File: config.mk
export PLATFORM = sky130hd
export DESIGN_NAME = fat_short_name_encoder
export DESIGN_NICKNAME = d
export VERILOG_FILES = /design/src/fsne_pkg.sv /design/src/fsne_front.sv /design/src/fsne_queue.sv /design/src/fsne_back.sv /design/src/fat_short_name_encoder.sv
export SDC_FILE = /design/constraint.sdc
export NUM_CORES = 1
export LEC_CHECK = 0
export CAP_MARGIN = 20
export CORE_MARGIN = 2
export CORE_UTILIZATION = 40
export CTS_CLUSTER_DIAMETER = 40
export CTS_CLUSTER_SIZE = 14
export DETAILED_ROUTE_END_ITERATION = 8
export DONT_BUFFER_PORTS = 1
export GPL_TIMING_DRIVEN = 0
export PLACE_DENSITY_LB_ADDON = 0.1
export SLEW_MARGIN = 20
export SYNTH_ARGS = -nofsm -noshare
export SYNTH_HDL_FRONTEND = slang
export SYNTH_HIERARCHICAL = 1
export SYNTH_SLANG_ARGS = --single-unit
export TNS_END_PERCENT = 1
File: constraint.sdc
create_clock -name clk -period 5.2 [get_ports clk]
set_input_delay 0.52 -clock clk [delete_from_list [all_inputs] [get_ports clk]]
set_output_delay 0.52 -clock clk [all_outputs]
set_load 0.02 [all_outputs]
File: src/fsne_pkg.sv
// ============================================================================
// fsne_pkg
// Shared types, constants and helpers for the short name encoder.
// ============================================================================
`default_nettype none

package fsne_pkg;

    // Default path depth before the component counter saturates.
    localparam int DEF_MAX_DEPTH = 64;

    // Depth of the job queue between the parser and the emitter.
    localparam int QUEUE_DEPTH = 4;

    // Field widths.
    localparam int CHAR_W     = 8;
    localparam int POS_W      = 4;
    localparam int IDX_W      = 6;
    localparam int STATUS_W   = 2;
    localparam int NAME_BYTES = 11;
    localparam int BASE_MAX   = 8;
    localparam int EXT_MAX    = 3;

    // Character codes.
    localparam logic [CHAR_W-1:0] CHAR_SLASH = 8'h2F;
    localparam logic [CHAR_W-1:0] CHAR_DOT   = 8'h2E;
    localparam logic [CHAR_W-1:0] CHAR_SPACE = 8'h20;
    localparam logic [CHAR_W-1:0] CHAR_LC_A  = 8'h61;
    localparam logic [CHAR_W-1:0] CHAR_LC_Z  = 8'h7A;
    localparam logic [CHAR_W-1:0] CASE_DIFF  = 8'd32;

    // Result status codes.
    localparam logic [STATUS_W-1:0] STATUS_OK        = 2'd0;
    localparam logic [STATUS_W-1:0] STATUS_NO_EXT    = 2'd1;
    localparam logic [STATUS_W-1:0] STATUS_MULTI_DOT = 2'd2;

    // Last byte position of a name.
    localparam logic [POS_W-1:0] POS_LAST = 4'd10;

    // One finished component handed from the parser to the emitter.
    typedef struct packed {
        logic [NAME_BYTES-1:0][CHAR_W-1:0] name;
        logic [IDX_W-1:0]                  index;
        logic [STATUS_W-1:0]               status;
    } job_t;

    // Upper-case a letter a..z; other bytes pass unchanged.
    function automatic logic [CHAR_W-1:0] upcase(input logic [CHAR_W-1:0] c);
        logic [CHAR_W-1:0] r;
        r = c;
        if (c >= CHAR_LC_A && c <= CHAR_LC_Z)
        begin
            r = c - CASE_DIFF;
        end
        return r;
    endfunction

endpackage

`default_nettype wire

File: src/fsne_front.sv
// ============================================================================
// fsne_front
// Path parser: classifies each byte, builds the 11-byte name and hands one
// job per finished or malformed component to the queue.
// ============================================================================
`default_nettype none

module fsne_front
    import fsne_pkg::*;
#(
    parameter int MAX_DEPTH = DEF_MAX_DEPTH
)
(
    input  wire logic              clk,
    input  wire logic              rst_n,
    input  wire logic              in_fire,
    input  wire logic [CHAR_W-1:0] char_code,
    input  wire logic              end_of_path,
    output logic                   push,
    output job_t                   push_job
);

    localparam int CNT_W = (MAX_DEPTH > 2) ? $clog2(MAX_DEPTH) : 1;
    localparam logic [CNT_W-1:0] CNT_MAX = CNT_W'(MAX_DEPTH - 1);

    typedef enum logic [6:0] {
        PH_EMPTY = 7'b0000001,
        PH_NAME  = 7'b0000010,
        PH_DOT1  = 7'b0000100,
        PH_DOT2  = 7'b0001000,
        PH_EXT   = 7'b0010000,
        PH_FULL  = 7'b0100000,
        PH_SKIP  = 7'b1000000
    } phase_t;

    logic [NAME_BYTES-1:0][CHAR_W-1:0] buf_reg, buf_next, buf_mid;
    logic [POS_W-1:0]                  base_reg, base_next, base_mid;
    logic [1:0]                        ext_reg, ext_next, ext_mid;
    phase_t                            phase_reg, phase_next, phase_mid;
    logic [CNT_W-1:0]                  cnt_reg, cnt_next;

    logic                              is_dot;
    logic                              is_slash;
    logic                              finish;
    logic                              err_multi;
    logic [CHAR_W-1:0]                 upc;
    logic [IDX_W+CNT_W-1:0]            idx_wide;

    assign is_dot   = (char_code == CHAR_DOT);
    assign is_slash = (char_code == CHAR_SLASH);
    assign finish   = is_slash || end_of_path;
    assign upc      = upcase(char_code);
    assign idx_wide = {{IDX_W{1'b0}}, cnt_reg};

    // Apply the byte to the component being built.
    always_comb
    begin
        buf_mid   = buf_reg;
        base_mid  = base_reg;
        ext_mid   = ext_reg;
        phase_mid = phase_reg;
        err_multi = 1'b0;
        if (!is_slash)
        begin
            case (phase_reg)
                PH_EMPTY:
                begin
                    if (is_dot)
                    begin
                        buf_mid[0] = CHAR_DOT;
                        phase_mid  = PH_DOT1;
                    end
                    else
                    begin
                        buf_mid[0] = upc;
                        base_mid   = POS_W'(1);
                        phase_mid  = PH_NAME;
                    end
                end
                PH_NAME:
                begin
                    if (is_dot)
                    begin
                        phase_mid = PH_EXT;
                    end
                    else if (base_reg < POS_W'(BASE_MAX))
                    begin
                        buf_mid[base_reg] = upc;
                        base_mid          = base_reg + POS_W'(1);
                    end
                end
                PH_DOT1:
                begin
                    if (is_dot)
                    begin
                        buf_mid[1] = CHAR_DOT;
                        phase_mid  = PH_DOT2;
                    end
                    else
                    begin
                        // A single leading dot: blank name, byte opens the extension.
                        buf_mid[0]        = CHAR_SPACE;
                        buf_mid[BASE_MAX] = upc;
                        ext_mid           = 2'd1;
                        phase_mid         = PH_EXT;
                    end
                end
                PH_DOT2:
                begin
                    err_multi = 1'b1;
                    phase_mid = PH_SKIP;
                end
                PH_EXT:
                begin
                    if (is_dot)
                    begin
                        err_multi = 1'b1;
                        phase_mid = PH_SKIP;
                    end
                    else if (ext_reg == 2'(EXT_MAX))
                    begin
                        phase_mid = PH_FULL;
                    end
                    else
                    begin
                        buf_mid[POS_W'(BASE_MAX) + {2'b00, ext_reg}] = upc;
                        ext_mid = ext_reg + 2'd1;
                    end
                end
                default:
                begin
                end
            endcase
        end
    end

    // Close the component and form the job for the emitter.
    always_comb
    begin
        buf_next        = buf_mid;
        base_next       = base_mid;
        ext_next        = ext_mid;
        phase_next      = phase_mid;
        cnt_next        = cnt_reg;
        push            = 1'b0;
        push_job.name   = buf_mid;
        push_job.index  = idx_wide[IDX_W-1:0];
        push_job.status = STATUS_OK;
        if (err_multi)
        begin
            push            = in_fire;
            push_job.status = STATUS_MULTI_DOT;
        end
        if (finish && phase_mid != PH_EMPTY)
        begin
            if (phase_mid == PH_EXT && ext_mid == 2'd0)
            begin
                push            = in_fire;
                push_job.status = STATUS_NO_EXT;
            end
            else if (phase_mid != PH_SKIP)
            begin
                push = in_fire;
            end
            if (cnt_reg != CNT_MAX)
            begin
                cnt_next = cnt_reg + CNT_W'(1);
            end
            buf_next   = {NAME_BYTES{CHAR_SPACE}};
            base_next  = '0;
            ext_next   = '0;
            phase_next = PH_EMPTY;
        end
        if (end_of_path)
        begin
            cnt_next = '0;
        end
    end

    // Parser state, updated on each accepted byte.
    always_ff @(posedge clk or negedge rst_n)
    begin
        if (!rst_n)
        begin
            buf_reg   <= {NAME_BYTES{CHAR_SPACE}};
            base_reg  <= '0;
            ext_reg   <= '0;
            phase_reg <= PH_EMPTY;
            cnt_reg   <= '0;
        end
        else if (in_fire)
        begin
            buf_reg   <= buf_next;
            base_reg  <= base_next;
            ext_reg   <= ext_next;
            phase_reg <= phase_next;
            cnt_reg   <= cnt_next;
        end
    end

endmodule

`default_nettype wire

File: src/fsne_queue.sv
// ============================================================================
// fsne_queue
// Short job queue that decouples the parser from the name emitter.
// ============================================================================
`default_nettype none

module fsne_queue
    import fsne_pkg::*;
(
    input  wire logic clk,
    input  wire logic rst_n,
    input  wire logic push,
    input  wire job_t push_job,
    input  wire logic pop,
    output logic      full,
    output logic      head_valid,
    output job_t      head_job
);

    localparam int PTR_W = $clog2(QUEUE_DEPTH);
    localparam int CNT_W = $clog2(QUEUE_DEPTH + 1);

    job_t             entry_reg [QUEUE_DEPTH];
    logic [PTR_W-1:0] wr_ptr_reg, rd_ptr_reg;
    logic [CNT_W-1:0] count_reg, count_next;

    assign full       = (count_reg == CNT_W'(QUEUE_DEPTH));
    assign head_valid = (count_reg != '0);
    assign head_job   = entry_reg[rd_ptr_reg];

    // Occupancy follows pushes and pops in the same cycle.
    always_comb
    begin
        count_next = count_reg;
        if (push && !pop)
        begin
            count_next = count_reg + CNT_W'(1);
        end
        else if (pop && !push)
        begin
            count_next = count_reg - CNT_W'(1);
        end
    end

    // Pointers and occupancy.
    always_ff @(posedge clk or negedge rst_n)
    begin
        if (!rst_n)
        begin
            wr_ptr_reg <= '0;
            rd_ptr_reg <= '0;
            count_reg  <= '0;
        end
        else
        begin
            if (push)
            begin
                wr_ptr_reg <= (wr_ptr_reg == PTR_W'(QUEUE_DEPTH - 1)) ? '0
                                                                      : wr_ptr_reg + PTR_W'(1);
            end
            if (pop)
            begin
                rd_ptr_reg <= (rd_ptr_reg == PTR_W'(QUEUE_DEPTH - 1)) ? '0
                                                                      : rd_ptr_reg + PTR_W'(1);
            end
            count_reg <= count_next;
        end
    end

    // Job storage.
    always_ff @(posedge clk)
    begin
        if (push)
        begin
            entry_reg[wr_ptr_reg] <= push_job;
        end
    end

endmodule

`default_nettype wire

File: src/fsne_back.sv
// ============================================================================
// fsne_back
// Name emitter: plays a queued job out as 11 name bytes, or as one error
// transfer, one transfer per cycle while the receiver is ready.
// ============================================================================
`default_nettype none

module fsne_back
    import fsne_pkg::*;
(
    input  wire logic          clk,
    input  wire logic          rst_n,
    input  wire logic          head_valid,
    input  wire job_t          head_job,
    output logic               pop,
    output logic               m_axis_tvalid,
    input  wire logic          m_axis_tready,
    output logic [23:0]        m_axis_tdata,
    output logic [STATUS_W-1:0] m_axis_tuser,
    output logic               m_axis_tlast
);

    job_t             job_reg;
    logic             busy_reg;
    logic [POS_W-1:0] pos_reg;
    logic             is_err;
    logic             last_item;
    logic             out_fire;
    logic [CHAR_W-1:0] name_byte;

    assign is_err    = (job_reg.status != STATUS_OK);
    assign last_item = is_err || (pos_reg == POS_LAST);
    assign out_fire  = busy_reg && m_axis_tready;
    assign pop       = head_valid && (!busy_reg || (out_fire && last_item));
    assign name_byte = is_err ? '0 : job_reg.name[pos_reg];

    // Output fields.
    assign m_axis_tvalid = busy_reg;
    assign m_axis_tdata  = {6'b0, job_reg.index, pos_reg, name_byte};
    assign m_axis_tuser  = job_reg.status;
    assign m_axis_tlast  = last_item;

    // Emission control.
    always_ff @(posedge clk or negedge rst_n)
    begin
        if (!rst_n)
        begin
            busy_reg <= 1'b0;
            pos_reg  <= '0;
        end
        else if (pop)
        begin
            busy_reg <= 1'b1;
            pos_reg  <= '0;
        end
        else if (out_fire)
        begin
            if (last_item)
            begin
                busy_reg <= 1'b0;
            end
            else
            begin
                pos_reg <= pos_reg + POS_W'(1);
            end
        end
    end

    // Job held while it is played out.
    always_ff @(posedge clk)
    begin
        if (pop)
        begin
            job_reg <= head_job;
        end
    end

endmodule

`default_nettype wire

File: src/fat_short_name_encoder.sv
// ============================================================================
// fat_short_name_encoder
// Turns a byte stream of paths into 11-byte FAT 8.3 names, one per component.
// ============================================================================
// Usage:
//   The slave channel takes one path byte per transfer; tlast marks the last
//   byte of a path. A slash or the last byte closes a component.
//   The master channel gives one transfer per name byte, positions 0 to 10,
//   with tlast on position 10. A malformed component gives a single transfer
//   with a nonzero status in tuser, name byte and position zero, and tlast.
//   Input bytes are taken one per cycle while the four-entry job queue has
//   room. The emitter plays out one name byte per cycle (an error is a
//   single transfer) while the receiver is ready, so the sustained path
//   rate is one byte per cycle for components of 11 or more bytes.
//   A closing byte's job is registered in the queue, then in the emitter.
//   When the receiver stalls, the queue fills and then s_axis_tready drops;
//   no byte or result is lost.
//   Reset clears the parser to an empty component, the component count to
//   zero, and empties the queue; it takes effect at once.
// ============================================================================
`default_nettype none

module fat_short_name_encoder
    import fsne_pkg::*;
#(
    parameter int MAX_DEPTH = DEF_MAX_DEPTH
)
(
    input  wire logic                clk,
    input  wire logic                rst_n,
    // Path bytes.
    input  wire logic                s_axis_tvalid,
    output logic                     s_axis_tready,
    input  wire logic [7:0]          s_axis_tdata,   // [7:0] char_code
    input  wire logic                s_axis_tlast,   // end_of_path
    // Name bytes.
    output logic                     m_axis_tvalid,
    input  wire logic                m_axis_tready,
    output logic [23:0]              m_axis_tdata,   // [7:0] name_byte,
                                                     // [11:8] byte_position,
                                                     // [17:12] component_index
    output logic [STATUS_W-1:0]      m_axis_tuser,   // [1:0] status
    output logic                     m_axis_tlast    // last_of_name
);

    logic in_fire;
    logic push;
    job_t push_job;
    logic pop;
    logic q_full;
    logic head_valid;
    job_t head_job;

    assign s_axis_tready = !q_full;
    assign in_fire       = s_axis_tvalid && s_axis_tready;

    // Parser.
    fsne_front #(
        .MAX_DEPTH (MAX_DEPTH)
    ) u_front (
        .clk         (clk),
        .rst_n       (rst_n),
        .in_fire     (in_fire),
        .char_code   (s_axis_tdata),
        .end_of_path (s_axis_tlast),
        .push        (push),
        .push_job    (push_job)
    );

    // Job queue.
    fsne_queue u_queue (
        .clk        (clk),
        .rst_n      (rst_n),
        .push       (push),
        .push_job   (push_job),
        .pop        (pop),
        .full       (q_full),
        .head_valid (head_valid),
        .head_job   (head_job)
    );

    // Emitter.
    fsne_back u_back (
        .clk           (clk),
        .rst_n         (rst_n),
        .head_valid    (head_valid),
        .head_job      (head_job),
        .pop           (pop),
        .m_axis_tvalid (m_axis_tvalid),
        .m_axis_tready (m_axis_tready),
        .m_axis_tdata  (m_axis_tdata),
        .m_axis_tuser  (m_axis_tuser),
        .m_axis_tlast  (m_axis_tlast)
    );

    // An error transfer is a single, final transfer at position zero.
    a_err_single: assert property (@(posedge clk) disable iff (!rst_n)
        m_axis_tvalid && m_axis_tuser != STATUS_OK
            |-> m_axis_tlast && m_axis_tdata[11:8] == 4'd0 && m_axis_tdata[7:0] == 8'd0)
        else $error("error transfer is not a lone final transfer");

    // Within a name, positions advance by one and the component index holds.
    a_pos_step: assert property (@(posedge clk) disable iff (!rst_n)
        m_axis_tvalid && m_axis_tready && !m_axis_tlast
            |=> m_axis_tvalid
                && m_axis_tdata[11:8] == $past(m_axis_tdata[11:8]) + 4'd1
                && m_axis_tdata[17:12] == $past(m_axis_tdata[17:12]))
        else $error("name bytes out of sequence");

    // tlast on a good name falls exactly on position ten.
    a_last_pos: assert property (@(posedge clk) disable iff (!rst_n)
        m_axis_tvalid && m_axis_tuser == STATUS_OK
            |-> m_axis_tlast == (m_axis_tdata[11:8] == POS_LAST))
        else $error("tlast does not match the final name position");

    // A result cannot be on offer unless a job was queued before it.
    a_no_phantom: assert property (@(posedge clk) disable iff (!rst_n)
        $rose(m_axis_tvalid) |-> $past(head_valid))
        else $error("result appeared without a queued job");

endmodule

`default_nettype wire

After elaboration in Yosys (flattened, before gate mapping) --
Memory sizes are Yosys's and may differ from the RTL's. A register that Yosys moved wholly into a read port is not among the register bits. Index checks and enable logic that the tools add are counted.
Word-level totals: bits in registers 119, bits in writable memories 384, input bits 13, output and inout bits 29, logic and storage cells 161, memories kept 1
Memory list:
- u_queue.entry_reg | words 4, width 96, rd ports 1, clocked after Yosys merged registers in 1, wr ports 1, RTL line fsne_queue.sv:23 | job_t entry_reg [QUEUE_DEPTH];
Cells by class: $add $sub $neg 10, $lt $le $gt $ge 8, equality and inequality tests 21, multiplexer cells 70, reductions and logical operators 31
Operator list (number):
- 88-bit 2-to-1 mux | 6
- 88-bit bitwise mux | 2
- 48-bit case mux with 2 select lines | 1
- 8-bit 2-to-1 mux | 9
- 8-bit demux with 4-bit select | 2
- 8-bit case mux with 3 select lines | 2
- 7-bit 2-to-1 mux | 5
- 7-bit case mux with 5 select lines | 1
- 8-bit binary-select mux with 4-bit select | 1
- 4-bit 2-to-1 mux | 8
- 16-bit case mux with 2 select lines | 1
- 8-bit case mux with 4 select lines | 1
- 2-bit 2-to-1 mux | 10
- 6-bit 2-to-1 mux | 3
- 8-bit by 6-bit equality test with 1-bit output (second input constant) | 2
- 4-bit by 5-bit < comparator with 1-bit output (second input constant) | 3
- 7-bit by 5-bit equality test with 1-bit output (second input constant) | 2
- 2-bit nonzero test | 6
- 1-bit logical AND | 11
- 1-bit 2-to-1 mux | 11
- 3-bit 2-to-1 mux | 3
- 4-bit by 1-bit adder with 4-bit output (second input constant) | 2
- 4-bit by 1-bit >= comparator with 1-bit output (second input constant) | 2
- 8-bit by 7-bit >= comparator with 1-bit output (second input constant) | 1
- 32 further kinds | 45

Longest topological paths before layout --
depth after elaboration 13, depth in mapped cells 16, mapped depth without buffers 13

Cells and area by module --
Netlist, hierarchy kept.
Modules (own cells, without submodules):
- fsne_queue | instances 1, cells each 539, area each 14262.4 um2, seq. area each 11706.2 um2
- fsne_front | instances 1, cells each 692, area each 6326.1 um2, seq. area each 2692.6 um2
- fsne_back | instances 1, cells each 256, area each 4103.9 um2, seq. area each 3007.9 um2
- fat_short_name_encoder | instances 1, cells each 2, area each 10.0 um2, seq. area each 0.0 um2

Worst setup path before layout --
Ideal clock, no wire load.
kind input to register, start input s_axis_tdata[0], end memory u_queue/entry_reg[0][0] in the netlist's numbering (enable), data arrival time 4.714 ns, data required time 4.734 ns, path slack 0.020 ns, stages on the path 11, cell sequence buf_4 nor4bb_1 and2_1 buf_4 a2111oi_2 o311ai_1 a21oi_2 nor2_2 buf_2 a31o_1 and2_1
Between the ends: longest elaborated chain between the ends 10, elaborated cells between the ends (all ways) 28
RTL lines:
- from (decl) | RTL line fat_short_name_encoder.sv:34 | input wire logic [7:0] s_axis_tdata,
- 8-bit by 6-bit equality test with 1-bit output | RTL line fsne_front.sv:49 | assign is_dot = (char_code == CHAR_DOT);
- 7-bit 2-to-1 mux (tied with other cells) | RTL line fsne_front.sv:115 | if (is_dot)
- 7-bit case mux with 5 select lines (tied with other cells) | RTL line fsne_front.sv:65 | case (phase_reg)
- 7-bit 2-to-1 mux (tied with other cells) | RTL line fsne_front.sv:63 | if (!is_slash)
- 7-bit inequality test (tied with other cells) | RTL line fsne_front.sv:161 | else if (phase_mid != PH_SKIP)
- 1-bit 2-to-1 mux or 1-bit logical AND (tied branches) | RTL line fsne_front.sv:161, fsne_front.sv:156
- 1-bit 2-to-1 mux | RTL line fsne_front.sv:156 | if (phase_mid == PH_EXT && ext_mid == 2'd0)
- 1-bit 2-to-1 mux * | RTL line fsne_front.sv:154 | if (finish && phase_mid != PH_EMPTY)
- via push | RTL line fat_short_name_encoder.sv:47 | logic push;
- 1-bit 2-to-1 mux * | RTL line fsne_queue.sv:73 | if (push)
- 1-bit 2-to-1 mux (not written as such) * | RTL line fsne_queue.sv:75 | entry_reg[wr_ptr_reg] <= push_job;
- to (decl) | RTL line fsne_queue.sv:23
The timed path passes the listed nets; every way through them passes the cells marked *.

Final worst setup path --
start register u_queue.count_reg[2], end memory u_queue/entry_reg[2][75] in the netlist's numbering (enable)
Between the ends: longest elaborated chain between the ends 9
RTL lines:
- from (decl) | RTL line fsne_queue.sv:25 | logic [CNT_W-1:0] count_reg, count_next;
- from (signal assigned) | RTL line fsne_queue.sv:66 | count_reg <= count_next;
- 3-bit equality test * | RTL line fsne_queue.sv:27 | assign full = (count_reg == CNT_W'(QUEUE_DEPTH));
- via q_full | RTL line fat_short_name_encoder.sv:50 | logic q_full;
- 1-bit logical NOT * | RTL line fat_short_name_encoder.sv:54 | assign s_axis_tready = !q_full;
- 1-bit logical AND * | RTL line fat_short_name_encoder.sv:55 | assign in_fire = s_axis_tvalid && s_axis_tready;
- via in_fire | RTL line fat_short_name_encoder.sv:46 | logic in_fire;
- 1-bit 2-to-1 mux | RTL line fsne_front.sv:149 | if (err_multi)
- 1-bit 2-to-1 mux | RTL line fsne_front.sv:161
- 1-bit 2-to-1 mux | RTL line fsne_front.sv:156
- 1-bit 2-to-1 mux * | RTL line fsne_front.sv:154
- via push | RTL line fat_short_name_encoder.sv:47
- 1-bit 2-to-1 mux * | RTL line fsne_queue.sv:73
- 1-bit 2-to-1 mux (not written as such) * | RTL line fsne_queue.sv:75
Marked as above.

==> metrics.csv <==
metric;value;unit
rsz0062_at_grt;no;
numCtsBuffers;95;
clk_pin_slew;0.05;ns
die_h;253;µm
die_area;0.0638;mm²
path_max_fanout;38;
cts.sink_count;599;
hp-class;in -> reg;
clock_latency;0.64;ns
root_buffer;clkbuf_16;
crit_type;reg -> reg;
synth_seq_area_share;0.705;
drive_gt1_frac;0.251;
initial_core_util;0.403;
place_congestion;0.894;
register_area;0.0174;mm²
cts_tree;done;
timing.critical_path.arrival;5.06;ns
synthTopCellsByArea;edfxtp_1, dfrtp_1, mux4_2;
clockPowerShare;0.385;
core;0.0614;mm²
finalCritPeriodShare;0.915;
ys_ff_latch;599;
track_usage;0.208;
crit_path_end_kind;register;
max_slew_margin;0.228;
maxCapViolCount;0;
final_common_cell;edfxtp_1;
setup_violations;0;
nets;1633;
fin_ws;0.439;ns
multi_input_area;0.00665;mm²
whs;0.0855;ns
num_vias;14080;
cts.htree.levels;3;
vias_per_cell;5.68;
setup_tns;0;ns
power_leakage;10.4;nW
final.setup_skew;0.0226;ns
ys_async_sr_fraction;0.199;
synth.cell_area;0.0247;mm²
power_frac_comb;0.231;
yosysWarnings;6;
max_freq;210;MHz
ant_nets;0;
io_pins;42;
io_buffer_count;0;
synth_edf_count;480;
die_w;253;µm
rows;91;
ys.flop_type;edfxtp_1;
first_iter_violations;1143;
avgRoutedWirePerCell;26.4;µm
peakVddDrop;337;µV
layout_common_cells;edfxtp_1, nand2_1, dfrtp_1, clkbuf_16, mux4_2;
grt_start_max_net_pins;120;
cts.path.max_buffers;3;
route.detailed.drc;0;
grt_overflow;0;
yosysTopAreaCell;edfxtp_1;
drv_slew;0;
synth_cells;1489;
status;finished, final reports clean;
dp_hpwl;41600;µm
grt_pass1_wl;95800;µm
yosys.area.top_type_share;0.583;
min_period;4.76;ns
post-cts-setup-buffers;0;
first_global_vias;14017;
antenna_found_initial;1;
largest_register_ffs;384;
power.internal;0.0119;W
cp-start-kind;register;
switchingPower;0.00514;W
antenna_cells;0;
synth.distinct_cells;83;
dp_slack;0.249;ns
p_seq_frac;0.384;
fillCellCount;5193;
first_pass_iters;5;
worst_pin_slew;1.16;ns
power.switching_fraction;0.302;
drt_wl_total;65300;µm
hold_viol;0;
crit_required;5.50;ns
syn_area_per_cell;16.6;µm²
syn_to_final_growth;18.9;%
power.density;580;mW/mm²
logic make-up after synthesis:
kind of cell / after synthesis / synth area share
flip-flops: 599 / 0.705
AND/OR/NAND/NOR: 305 / 0.0617
AO/OA/AOI/OAI: 274 / 0.0801
multiplexers: 164 / 0.116
buffers and inverters: 126 / 0.0272
adder cells (fa/ha/maj): 15 / 0.00790
XOR/XNOR: 5 / 0.00177
other: 1 / 0.000152
worst max-delay path, stage by stage (launching register included):
cell and delay, ns:
dfrtp_1 0.39, nor3b_1 0.17, nor2b_1 0.23, clkbuf_1 0.71, clkinv_1 0.49, clkbuf_1 0.46
nor3_1 0.41, a31o_1 0.52, and2_4 0.61, buf_16 0.31
metal layers:
metal	wire (µm)	track usage
met5	17	0
met4	1560	0.0605
met3	3900	0.0465
met2	31200	0.333
met1	28700	0.287
per-stage QoR:
stage	cell area [µm²]	util	instances	total power (W)
after floorplan	24700	-	1494	0.00912
after global placement	25700	0.419	2284	0.0106
after CTS	29400	0.478	2476	0.0172
after global routing	29400	0.479	2477	0.0177
after detailed placement	26000	0.423	2294	0.0106
final	29400	0.479	2477	0.0170
worst paths after layout:
kind	startpoint	depth (start not counted)	slack [ns]	endpoint
min reg2reg	u_front/buf_reg[73]	1	0.48	u_front/buf_reg[73]
max	u_queue/count_reg[2]	9	0.44	u_queue/entry_reg[2][75]
max reg2reg	u_queue/count_reg[2]	9	0.44	u_queue/entry_reg[2][75]
min	s_axis_tlast	2	0.09	u_front/cnt_reg[5]
min in group asynchronous	rst_n	2	0.49	u_front/buf_reg[3]
max in group asynchronous	rst_n	2	4.03	u_back/pos_reg[1]
power by group through the flow:
stage	Combinational [W]	Clock, W	Sequential [W]
floorplan	0.00256	0	0.00656
global route	0.00423	0.00689	0.00660
finish	0.00393	0.00656	0.00653
CTS	0.00400	0.00668	0.00654
global placement	0.00385	0	0.00674
detailed placement	0.00396	0	0.00663
final cells by class:
class	count	area share
clock inverters	69	0.0279
inverters	25	0.00320
flip-flops and latches	599	0.593
plain buffers	101	0.0197
well taps	790	0.0337
multi-input cells	769	0.227
clock buffers	110	0.0864
repair buffers	14	0.00988
cells in the mapped netlist (10+ instances only):
cell	number
clkbuf_1	44
nand3_1	21
ha_1	14
o2bb2ai_1	21
buf_4	28
nor2_1	47
edfxtp_1	480
buf_2	18
inv_1	22
a22oi_1	18
nor2b_1	39
mux4_2	96
nand2_1	117
a21oi_1	26
o21ai_0	72
nor3_1	15
mux2_2	26
dfrtp_1	107
a31o_2	30
nand2b_1	10
a22o_1	26
o22ai_1	12
mux2i_1	41
dfstp_2	12
repair_timing:
| action | in CTS | in global routing |
|---|---|---|
| endpoints found under the hold margin | 120 | 0 |
| hold buffers | 3 | 0 |
| resized for setup | 0 | 0 |
(Power assumes the default switching activity.)
